--- src/design/vmr_pkg.sv ---
// Shared constants and types of the vector mean removal block.
package vmr_pkg;

    localparam int VALUE_WIDTH = 32;
    localparam int MAX_ITEMS   = 64;
    localparam int DEPTH       = 64;
    localparam int ADDR_W      = $clog2(DEPTH);
    localparam int CNT_W       = $clog2(MAX_ITEMS + 1);
    localparam int SUM_W       = VALUE_WIDTH + ADDR_W;
    localparam int STEP_W      = $clog2(SUM_W + 1);

    typedef struct packed {
        logic [VALUE_WIDTH-1:0] force_x;
        logic [VALUE_WIDTH-1:0] force_y;
        logic [VALUE_WIDTH-1:0] force_z;
        logic                   set_end;
    } t_in;

    typedef struct packed {
        logic [VALUE_WIDTH-1:0] centered_x;
        logic [VALUE_WIDTH-1:0] centered_y;
        logic [VALUE_WIDTH-1:0] centered_z;
        logic                   final_result;
    } t_out;

    typedef struct packed {
        logic              wr_en;
        logic [ADDR_W-1:0] wr_addr;
        logic              acc_en;
        logic              sum_clr;
        logic              div_start;
        logic              mean_ld;
        logic              rd_en;
        logic [ADDR_W-1:0] rd_addr;
        logic              out_load;
        logic              out_last;
    } t_cmd;

    typedef struct packed {
        logic div_done;
    } t_sts;

endpackage

--- src/design/vmr_ctrl.sv ---
// Controller: load, divide and emit sequencing with the output beat handshake.
module vmr_ctrl import vmr_pkg::*; (
    input  logic i_clk,
    input  logic i_rst_n,
    input  logic i_valid,
    input  logic i_set_end,
    output logic o_stall,
    output logic o_valid,
    input  logic i_stall,
    input  t_sts i_sts,
    output t_cmd o_cmd
);

    localparam logic [1:0] S_LOAD   = 2'd0;
    localparam logic [1:0] S_DSTART = 2'd1;
    localparam logic [1:0] S_DIV    = 2'd2;
    localparam logic [1:0] S_EMIT   = 2'd3;

    logic [1:0]       r_state, n_state;
    logic [CNT_W-1:0] r_count, n_count;
    logic [CNT_W-1:0] r_idx, n_idx;
    logic             r_rd_pend, n_rd_pend;
    logic             r_rd_last, n_rd_last;
    logic             r_out_valid, n_out_valid;
    logic             in_acc;
    logic             issue;
    logic [CNT_W-1:0] cnt_inc;
    logic [CNT_W-1:0] idx_inc;

    assign in_acc  = i_valid && (r_state == S_LOAD);
    assign cnt_inc = r_count + 1'b1;
    assign idx_inc = r_idx + 1'b1;
    // Read the next vector only when the output register is free by the next cycle.
    assign issue   = (r_state == S_EMIT) && !r_rd_pend && (r_idx != r_count) &&
                     (!r_out_valid || !i_stall);

    always_comb begin
        n_state     = r_state;
        n_count     = r_count;
        n_idx       = r_idx;
        n_rd_pend   = r_rd_pend;
        n_rd_last   = r_rd_last;
        n_out_valid = r_out_valid;

        o_cmd           = '0;
        o_cmd.wr_addr   = r_count[ADDR_W-1:0];
        o_cmd.rd_addr   = r_idx[ADDR_W-1:0];
        o_cmd.out_last  = r_rd_last;

        if (r_out_valid && !i_stall) begin
            n_out_valid = 1'b0;
        end

        case (r_state)
            S_LOAD: begin
                if (in_acc) begin
                    o_cmd.wr_en  = 1'b1;
                    o_cmd.acc_en = 1'b1;
                    n_count      = cnt_inc;
                    if (i_set_end || cnt_inc == CNT_W'(MAX_ITEMS)) begin
                        n_state = S_DSTART;
                    end
                end
            end
            S_DSTART: begin
                o_cmd.div_start = 1'b1;
                o_cmd.sum_clr   = 1'b1;
                n_state         = S_DIV;
            end
            S_DIV: begin
                if (i_sts.div_done) begin
                    o_cmd.mean_ld = 1'b1;
                    n_idx         = '0;
                    n_state       = S_EMIT;
                end
            end
            S_EMIT: begin
                if (issue) begin
                    o_cmd.rd_en = 1'b1;
                    n_idx       = idx_inc;
                    n_rd_pend   = 1'b1;
                    n_rd_last   = (idx_inc == r_count);
                end
                if (r_rd_pend) begin
                    o_cmd.out_load = 1'b1;
                    n_out_valid    = 1'b1;
                    n_rd_pend      = 1'b0;
                    if (r_rd_last) begin
                        n_count = '0;
                        n_state = S_LOAD;
                    end
                end
            end
            default: begin
                n_state = S_LOAD;
            end
        endcase
    end

    always_ff @(posedge i_clk) begin
        if (!i_rst_n) begin
            r_state     <= S_LOAD;
            r_count     <= '0;
            r_idx       <= '0;
            r_rd_pend   <= 1'b0;
            r_rd_last   <= 1'b0;
            r_out_valid <= 1'b0;
        end else begin
            r_state     <= n_state;
            r_count     <= n_count;
            r_idx       <= n_idx;
            r_rd_pend   <= n_rd_pend;
            r_rd_last   <= n_rd_last;
            r_out_valid <= n_out_valid;
        end
    end

    assign o_stall = (r_state != S_LOAD);
    assign o_valid = r_out_valid;

endmodule

--- config.mk ---
export PLATFORM = sky130hd
export DESIGN_NAME = vmr_ctrl
export DESIGN_NICKNAME = d
export VERILOG_FILES = /design/src/design/vmr_pkg.sv /design/src/design/vmr_ctrl.sv
export SDC_FILE = /design/constraint.sdc
export NUM_CORES = 1
export LEC_CHECK = 0
export ABC_AREA = 1
export BUFFER_PORTS_ARGS = -buffer_cell sky130_fd_sc_hd__buf_4
export CAP_MARGIN = 10
export CELL_PAD_IN_SITES_DETAIL_PLACEMENT = 0
export CELL_PAD_IN_SITES_GLOBAL_PLACEMENT = 2
export CORE_AREA = 2 2 74 76
export CTS_CLUSTER_DIAMETER = 50
export DETAILED_ROUTE_END_ITERATION = 16
export DIE_AREA = 0 0 76 78
export GPL_TIMING_DRIVEN = 0
export PLACE_DENSITY_LB_ADDON = 0.3
export RECOVER_POWER = 50
export SETUP_SLACK_MARGIN = 0.3
export SLEW_MARGIN = 20
export SYNTH_ARGS = -nofsm -noshare
export SYNTH_HDL_FRONTEND = slang
export SYNTH_SLANG_ARGS = --single-unit
--- constraint.sdc ---
create_clock -name i_clk -period 1.8 [get_ports i_clk]
set_input_delay 0.27 -clock i_clk [delete_from_list [all_inputs] [get_ports i_clk]]
set_output_delay 0.27 -clock i_clk [all_outputs]
set_load 0.1 [all_outputs]
==> results of run 1 <==
## worst max-delay path, stage by stage, from the launching register on
cell,delay [ns]
dfxtp_4,0.39
xnor2_4,0.19
nand2_2,0.08
nor3_2,0.10
nand2_1,0.09
nand2_2,0.09
clkinvlp_4,0.12
buf_12,0.18
## how the worst max path moves through the flow
stage,from,end,cells after the start
floorplan,r_count[2],r_rd_last,9
global placement,r_count[4],o_cmd[8],7
detailed placement,r_count[4],o_cmd[8],7
CTS,r_count[2],o_cmd[8],8
global route,r_count[3],o_cmd[8],7
finish,r_count[3],o_cmd[8],7
## stage by stage
step	total power [mW]	utilization (%)	instances	hold WS [ns]	instance area, um2
floorplan	2.925	-	218	0.3832	1568
global placement	3.394	36.85	315	0.4802	1858
detailed placement	3.400	36.85	315	0.4756	1858
CTS	4.429	46.20	336	0.2527	2330
global route	4.883	49.28	340	0.2664	2485
finish	4.591	49.28	340	0.2600	2485
## per-layer routing
| layer | share of wire, % | track usage [%] | vias to the layer above |
|---|---|---|---|
| met4 | 0.75 | 3.818 | 0 |
| met2 | 47 | 24.64 | 20 |
| li1 | - | - | 774 |
| met3 | 3.2 | 2.442 | 4 |
| met1 | 49 | 19.59 | 682 |
| met5 | 0 | 0 | - |
## timing repair
item,in CTS,in global routing
gates resized for setup,67,37
endpoints found under the setup margin,17,26
pin swaps,10,12
gates cloned,2,0
buffers inserted,15,4
## state kept, by name, indices dropped and copies added, names as in the netlist
| signal | flops |
|---|---|
| r_rd_pend | 1 |
| r_state | 2 |
| r_idx | 7 |
| r_rd_last | 1 |
| r_count | 7 |
| o_valid | 1 |
## cells by family (layout without fill, tap and decap cells)
| family | count (synthesis) | count (layout) |
|---|---|---|
| simple gates | 109 | 109 |
| compound gates | 23 | 23 |
| flops | 19 | 19 |
| buf+inv | 47 | 99 |
| xor+xnor | 14 | 14 |
| fa+ha+maj | 6 | 6 |
## layout make-up
| type | instances | share of cell area (%) |
|---|---|---|
| multi-input combinational | 152 | 44.56 |
| buffer | 21 | 8.107 |
| tap | 70 | 3.525 |
| timing repair buffer | 48 | 19.44 |
| clock buffer | 3 | 1.662 |
| inverter | 26 | 5.186 |
| sequential | 19 | 17.22 |
| clock inverter | 1 | 0.3021 |
## Yosys cell counts, drive strengths merged
library cell | instances | area share, %
a21oi | 14 | 4.8
a22oi | 1 | 0.52
a31oi | 1 | 0.43
buf | 18 | 9.4
clkbuf | 3 | 1.1
dfxtp | 19 | 26
ha | 6 | 5.2
inv | 26 | 6.7
nand2 | 59 | 16
nand3 | 22 | 10
nand3b | 1 | 0.52
nand4 | 2 | 0.86
nor2 | 19 | 4.9
nor3 | 2 | 1.0
nor3b | 1 | 0.52
o21ai | 5 | 1.7
o21bai | 2 | 1.0
or2 | 3 | 1.3
xnor2 | 5 | 3.0
xor2 | 9 | 5.4
## power groups by stage
stage	clock [mW]	combinational (mW)	sequential (mW)
floorplan	0	2.25	0.675
global placement	0	2.67	0.722
detailed placement	0	2.68	0.718
CTS	0.345	3.34	0.746
global route	0.363	3.72	0.799
finish	0.328	3.49	0.778
==> reports/qor.yml, run 1 <==
reg2reg_depth: 11
hold_viol: 0
first_pass_iters: 4
fin_nets: 283
grt_pass1_vias: 1412
fp-row-count: 26
drc_errors: 0
hold_end: "o_valid"
clock_path_buffers: 2
area_delta_synth_final_pct: 70.62
die_h_um: 78
power.share.sequential_pct: 16.9
yosys.area_share.simple_pct: 34.62
core-area_um2: 5042
synth_top_family_by_area: "simple AND/OR/NAND/NOR gates"
antenna_found_initial: 0
yosys_warnings: 0
cts_max_level: 1
grt_usage_pct: 14.68
finClkSkew_ns: 0.005943
switching_share_pct: 53.84
report.final.slew_viol_count: 0
ir_worst_vdd_v: 0.001209
post_drt_wl_per_cell_um: 12.55
worstPathArrival_ns: 1.52
p_comb_share_pct: 75.9
p_switching_mw: 2.472
tightest_slew_ns: 0.5866
mostFrequentLayoutCell: "nand2_1"
fin_ws_ns: 0.01003
place_hpwl_um: 2822
cts.hold.buffers_added: 0
dieArea_um2: 5928
min_period_ns: 1.790
vias_per_cell: 4.353
gp_congestion: 0.7732
fin_crit_sh_pct: 99.44
cts_root_buffer: "clkbuf_8"
cp-start-kind: "flip-flop"
die_w_um: 76
pwr-share-clk_pct: 7.1
clkTransAtPathRegs_ns: 0.09
ios: 28
synth_cells: 218
drive_gt1_share_pct: 54.44
yosysUniqueCellTypes: 27
antenna_left: 0
port_buffers: 27
first_iter_violations: 58
yosys_register_bits: 19
max_freq_mhz: 558.7
r2r_end: "r_idx[3]"
required_ns: 1.53
power_density_nw_per_um2: 1848
grt_pass1_wl_um: 6879
rsz0062_at_grt: "yes"
relSlewSlack_pct: 60.89
synth_compound_area_share_pct: 8.505
multi_input_area_um2: 1107
synth_xor_area_share_pct: 8.419
end_kind: "primary output"
hold_path_class: "in -> reg"
hold_path_depth: 3
antenna-diode-count: 0
setup.worst_path.class: "reg -> out"
cts_tree: "yes"
synth_seq_area_share_pct: 26.12
status: "finished clean"
numCtsBuffers: 3
fillers: 504
regArea_um2: 427.9
vias: 1480
grt.overflow.total: 0
setup_viol: 0
dp_slack_ns: 0.1310
muxShareOfSynthArea_pct: 0
rrSetupSlack_ns: 0.14
r2r_start: "r_state[0]"
avgSynthCellArea_um2: 6.681
layout_common_cells: "49 x nand2_1, 34 x buf_4, 18 x inv_1"
synth_area_um2: 1456
internal-power_mw: 2.119
initial_utilization_pct: 28.88
grt_max_degree: 13
maxCapViolCount: 0
p_leak_nw: 1.060
clock_latency_ns: 0.27
crit_fanout: 6
tns_ns: 0
synth-adder-area-share_pct: 5.155
cts.sinks: 19
totalWireLength_um: 4268
synth_nets: 230
hp-start: "i_stall"
(Power assumes the default switching activity.)
==> run 2, diff against run 1 <==
Settings changed: ABC_AREA 1 to not set, CORE_AREA 2 2 74 76 to 2 2 70 72, DIE_AREA 0 0 76 78 to 0 0 72 74.
==> run 2 against run 1 <==
Net effect:
- the flow now finishes with violations (setup timing)
- non-clock buffer count grew 4
- clock-buffer cell count grew 1
- core utilization grew 1.8 points
- clock skew shrank 0.0037 ns
- register-to-register slack lost 0.39 ns
- maximum frequency shrank 16%
- clock power shrank 5%
- synthesized area shrank 5.3%
- sequential power shrank 32%
- critical path type unchanged
- largest power group unchanged
- highest routed layer unchanged
==> reports/qor.yml, run 2 <==
cts_max_level: 1  # unchanged
grt_pass1_vias: 1198  # -15%
relSlewSlack_pct: 48.49  # -12 points
grt_max_degree: 11  # -2
hold_end: "o_valid"
p_switching_mw: 1.316  # -47%
yosys_register_bits: 19  # unchanged
area_delta_synth_final_pct: 70.33
synth_seq_area_share_pct: 27.59  # +1.5 points
core-area_um2: 4598  # -8.8%
crit_fanout: 4  # -2
clock_path_buffers: 2  # unchanged
numCtsBuffers: 3  # unchanged
yosys_warnings: 0  # unchanged
post_drt_wl_per_cell_um: 13.44  # +7.0%
layout_common_cells: "52 x buf_4, 14 x nand2_1, 10 x nor2_1"
p_comb_share_pct: 69.6  # -6.3 points
initial_utilization_pct: 29.99  # +1.1 points
hp-start: "i_stall"
drc_errors: 0  # unchanged
setup_viol: 8  # +8
pwr-share-clk_pct: 11.2  # +4.1 points
final_util_pct: 51.07  # +1.8 points
port_buffers: 26  # -3.7%
slowest_delay_ns: 0.52  # +0.13 ns
required_ns: 1.53  # about the same
p_leak_nw: 0.9714  # -8.4%
mostFrequentLayoutCell: "buf_4"
fin_nets: 239  # -16%
power_density_nw_per_um2: 1182  # -36%
cts.sinks: 19  # unchanged
synth_area_um2: 1379  # -5.3%
design_area_um2: 2349  # -5.5%
fin_ws_ns: -0.3255  # -0.3356 ns
synth-main-ff-cell: "dfxtp_1"
total_power_mw: 2.775  # -40%
first_pass_iters: 4  # unchanged
fin_crit_sh_pct: 118.1  # +19 points
max_freq_mhz: 470.5  # -16%
hold_path_class: "in -> reg"
first_iter_violations: 44  # -24%
cts_root_buffer: "clkbuf_8"
r2r_end: "r_idx[1]"
r2r_start: "r_count[1]"
hold_path_depth: 3  # unchanged
synthMostInstantiatedCell: "dfxtp_1"
end_kind: "primary output"
crit_path_top_delay_cell: "or4_4"
die_w_um: 72  # -5.3%
rrSetupSlack_ns: -0.25  # -0.39 ns
min_period_ns: 2.126  # +0.3356 ns
finClkSkew_ns: 0.002211  # -0.003732 ns
synth_top_area_share_pct: 27.59  # +1.5 points
synth_edf_count: 0  # unchanged
reg2reg_depth: 8  # -3
grt_pass1_wl_um: 5685  # -17%
rsz0062_at_grt: "yes"
cts_tree: "yes"
worstPathArrival_ns: 1.86  # +0.34 ns
power.share.sequential_pct: 19.1  # +2.2 points
synthArstFlopShare_pct: 0  # unchanged
avgSynthCellArea_um2: 8.159  # +22%
internal-power_mw: 1.460  # -31%
drive_gt1_share_pct: 57.52  # +3.1 points
clock_latency_ns: 0.26  # about the same
fillers: 434  # -14%
postPlaceCellArea_um2: 1778  # -4.3%
status: "complete, but fails checks"
ir_worst_vdd_v: 0.001169  # -3.3%
antenna-diode-count: 0  # unchanged
synth_cells: 169  # -22%
totalWireLength_um: 3762  # -12%
place_hpwl_um: 2575  # -8.8%
synth_nets: 181  # -21%
report.final.slew_viol_count: 0  # unchanged
vias_per_cell: 4.964  # +14%
path_cells: "buf_8 -> xor2_2 -> or4_4 -> nor3_4 -> nor2_4 -> buf_12"
setup.worst_path.class: "reg -> out"
top_regs: "r_count x7, r_idx x7, r_state x2"
die_h_um: 74  # -5.1%
tightest_slew_ns: 0.7646  # +0.1779 ns
ios: 28  # unchanged
clkTransAtPathRegs_ns: 0.08  # about the same
grt.overflow.total: 0  # unchanged
antenna_left: 0  # unchanged
grt_usage_pct: 13.91  # -0.77 points
switching_share_pct: 47.40  # -6.4 points
fp-row-count: 25  # -3.8%
synthTopCellsByArea: "dfxtp_1 28%, buf_4 8.7%, ha_1 5.4%, nand2_1 4.6%, xor2_1 4.4%"
cp-start-kind: "flip-flop"
dieArea_um2: 5328  # -10%
maxCapViolCount: 0  # unchanged
cts.hold.buffers_added: 0  # unchanged
hold_viol: 0  # unchanged
gp_congestion: 0.8212  # +6.2%
yosysUniqueCellTypes: 45  # +67%
vias: 1390  # -6.1%
synth_common_cells: "19 x dfxtp_1, 17 x nand2_1, 16 x buf_4, 12 x nor2_1, 10 x nand3_1"
failed_checks: "setup timing"
antenna_found_initial: 0  # unchanged
yosysTopAreaCell: "dfxtp_1"
-- run 2: changes by cell type after synthesis, sizes merged, moves of 4 or more --
cell	before	now
nand2	59	17
nor2	19	12
a21oi	14	8
or4	0	4
o21a	0	4
nand3	22	10
inv	26	8
-- run 2: layout make-up --
class,instances,area [um2],area share [%]
buffer,20,195.2,8.311
clock buffer,4,45.04,1.918
inverter,8,52.55,2.238
multi-input combinational,122,1054,44.86
sequential,19,407.9,17.37
tap,54,67.56,2.877
timing repair buffer,53,526.8,22.43
-- run 2: critical path, delay by kind of cell, from the launching register on --
kind	cells	cell delay, ns
AND/OR/NAND/NOR	3	0.83
buffers and inverters	2	0.29
XOR/XNOR	1	0.13
flip-flops	1	0.34
-- run 2: logic make-up (layout without fill, tap and decap cells) --
family	count (synthesis)	in the layout	synth area share, %
DFF	19	19	27.59
AOI/OAI and AO/OA	35	35	17.97
and+or+nand+nor	64	64	25.32
buffers and inverters	28	85	12.07
muxes	3	3	2.178
xor gates and xnor gates	14	14	9.438
adders and majority gates	6	6	5.445
-- run 2: worst max-delay path by stage --
stage               start         to  slack, ns  cells after the start
6_report       r_count[1]   o_cmd[8]      -0.33                      6
4_1_cts        r_count[1]   o_cmd[8]      -0.42                      6
3_3_place_gp     r_idx[2]   o_cmd[8]      -0.21                      5
5_1_grt        r_count[1]   o_cmd[8]      -0.41                      6
3_5_place_dp   r_count[0]   o_cmd[8]      -0.23                      5
2_1_floorplan  r_count[4]  r_rd_pend      -0.04                      6
-- run 2: per-stage QoR --
stage          setup slack, ns  hold WS, ns   TNS, ns  instances
5_1_grt                -0.4137       0.3813    -2.196        280
4_1_cts                -0.4173       0.3626    -1.299        264
2_1_floorplan         -0.03938       0.4754  -0.05740        169
3_5_place_dp           -0.2311       0.4996   -0.7635        249
6_report               -0.3255       0.3700    -1.382        280
3_3_place_gp           -0.2058       0.4895   -0.4840        249
-- run 2: routing by layer --
layer / wire length [um] / share of wire, % / vias to the layer above / global-route usage (%)
met4: 53 / 1.4 / 0 / 4.612
met3: 140 / 3.7 / 4 / 3.523
li1: - / - / 695 / -
met2: 1821 / 48 / 24 / 23.15
met5: 0 / 0 / - / 0
met1: 1747 / 46 / 667 / 17.73
-- run 2: power groups by stage --
stage                     sequential (mW)  clock [mW]  combinational [mW]
after floorplan                     0.526           0                1.12
after global placement              0.538           0                1.31
after detailed placement            0.541           0                1.32
after CTS                           0.535       0.326                1.67
after global routing                0.536       0.339                2.04
final                               0.531       0.311                1.93
-- run 2: what timing repair did --
action / 4_1_cts / 5_1_grt
setup endpoints to repair: 24 / 24
setup buffers: 11 / 16
pin swaps: 6 / 21
gates resized for setup: 44 / 38
==> run 3, diff against run 2 <==
==> constraint.sdc (replaced) <==
create_clock -name i_clk -period 1.8 [get_ports i_clk]
set_input_delay 0 -clock i_clk [delete_from_list [all_inputs] [get_ports i_clk]]
set_output_delay 0 -clock i_clk [all_outputs]
set_load 0.1 [all_outputs]
==> run 3 against run 2 <==
Net effect:
- the run still ends with setup timing left
- worst hold slack lost 0.27 ns
- sequential share of layout area grew 1.3 points
- cell area fell by 6.7%
==> reports/qor.yml, run 3 (synthesis results as in run 2) <==
status: "complete, but fails checks"
failed_checks: "setup timing"
postPlaceCellArea_um2: 1740  # -2.1%
tightest_slew_ns: 1.185  # +0.4202 ns
clock_path_buffers: 2  # unchanged
r2r_start: "r_idx[0]"
reg2reg_depth: 6  # -2
hp-start: "i_stall"
gp_congestion: 0.8222  # +0.12%
post_drt_wl_per_cell_um: 13.80  # +2.7%
vias_per_cell: 4.964  # about the same
die_w_um: 72  # unchanged
final_util_pct: 47.65  # -3.4 points
design_area_um2: 2191  # -6.7%
first_iter_violations: 56  # +27%
end_kind: "flip-flop"
hold_end: "o_valid"
fp-row-count: 25  # unchanged
r2r_end: "r_idx[1]"
relSlewSlack_pct: 21.35  # -27 points
drive_gt1_share_pct: 54.05  # -3.5 points
totalWireLength_um: 3810  # +1.3%
maxCapViolCount: 0  # unchanged
cp-start-kind: "flip-flop"
die_h_um: 74  # unchanged
grt.overflow.total: 0  # unchanged
core-area_um2: 4598  # unchanged
grt_pass1_wl_um: 6058  # +6.6%
worstPathArrival_ns: 2.04  # +0.18 ns
max_freq_mhz: 525.8  # +12%
dp_cells: 249  # unchanged
cts_tree: "yes"
power_density_nw_per_um2: 1141  # -3.4%
hold_path_depth: 3  # unchanged
report.final.slew_viol_count: 0  # unchanged
tns_ns: -0.4517  # +0.9301 ns
antenna_left: 0  # unchanged
clkTransAtPathRegs_ns: 0.08  # about the same
fin_nets: 235  # -1.7%
antenna_found_initial: 0  # unchanged
drc_errors: 0  # unchanged
top_regs: "r_count x7, r_idx x7, r_state x2"
cts_max_level: 1  # unchanged
p_leak_nw: 0.9188  # -5.4%
setup.worst_path.class: "reg -> reg"
place_hpwl_um: 2637  # +2.4%
hold_viol: 0  # unchanged
cts_root_buffer: "clkbuf_8"
rsz0062_at_grt: "yes"
clock_latency_ns: 0.25  # about the same
ir_worst_vdd_v: 0.001077  # -7.8%
dp_slack_ns: -0.1143  # +0.1168 ns
fin_ws_ns: -0.1017  # +0.2238 ns
fillers: 465  # +7.1%
numCtsBuffers: 3  # unchanged
ios: 28  # unchanged
grt_usage_pct: 14.53  # +0.62 points
layout_common_cells: "37 x buf_4, 16 x nand2_1, 14 x clkbuf_2"
cts.sinks: 19  # unchanged
port_buffers: 26  # unchanged
hold_path_class: "in -> reg"
grt_max_degree: 11  # unchanged
dieArea_um2: 5328  # unchanged
finClkSkew_ns: 0.002375  # +0.0001645 ns
instances_no_fill: 276  # -1.4%
setup_viol: 7  # -1
required_ns: 1.94  # +0.41 ns
first_pass_iters: 4  # unchanged
mostFrequentLayoutCell: "buf_4"
crit_fanout: 8  # +4
vias: 1370  # -1.4%
rrSetupSlack_ns: -0.10  # +0.15 ns
initial_utilization_pct: 29.99  # unchanged
fin_crit_sh_pct: 105.7  # -12 points
grt_pass1_vias: 1286  # +7.3%
area_delta_synth_final_pct: 58.89
min_period_ns: 1.902  # -0.2238 ns
antenna-diode-count: 0  # unchanged
==> run 3: cell types whose count changed in the layout (fill, tap and decap cells not counted), sizes merged <==
cell,delta
clkbuf,+15
buf,-19
clkinvlp,-1
inv,+1
==> run 3: critical path, stage by stage, from the launching register on <==
cell and delay (ns):
dfxtp_4 0.37, xor2_2 0.18, or4_4 0.57, buf_6 0.14, o221ai_4 0.24, mux2i_1 0.22
nor2_1 0.06
==> run 3: report_power, final <==
part	switching [mW]	internal [mW]	total, mW
sequential	0.0618	0.474	0.535
combinational	1.03	0.626	1.66
clock	0.149	0.157	0.306
total	1.24	1.26	2.50
==> run 3: final cells by class <==
cell class	instances	area, um2	area share [%]
buffer	20	183.9	8.395
clock buffer	4	45.04	2.056
inverter	8	41.29	1.885
multi-input combinational	122	1047	47.80
sequential	19	409.1	18.68
tap	54	67.56	3.084
timing repair buffer	49	396.6	18.10
==> run 3: repair_timing <==
item                                    4_1_cts  5_1_grt
gates cloned                                  0        0
endpoints found under the setup margin       21       21
resized for setup                            38       30
pin swaps                                    14       21
hold buffers                                  0        0
setup buffers                                10       13
==> run 3: layer usage <==
metal	vias to the layer above	global-route usage, %	part of all wire (%)
met1	659	18.79	44
met5	-	0	0
met2	18	24.28	52
li1	687	-	-
met3	6	2.168	2.4
met4	0	6.289	1.6
==> run 3: worst max path at each step <==
stage,from,to,slack (ns),depth (start not counted)
after floorplan,r_count[4],r_rd_pend,-0.04,6
after global placement,r_idx[3],r_idx[5],-0.08,5
after detailed placement,r_idx[3],r_idx[5],-0.11,5
after CTS,r_count[1],r_idx[1],-0.14,7
after global routing,r_idx[0],r_idx[1],-0.17,6
final,r_idx[0],r_idx[1],-0.10,6
==> run 3: metrics by stage <==
stage | hold slack, ns | total power [mW]
final | 0.09849 | 2.500
after floorplan | 0.2638 | 1.582
after global placement | 0.3541 | 1.788
after CTS | 0.09027 | 2.433
after detailed placement | 0.3609 | 1.802
after global routing | 0.1004 | 2.645
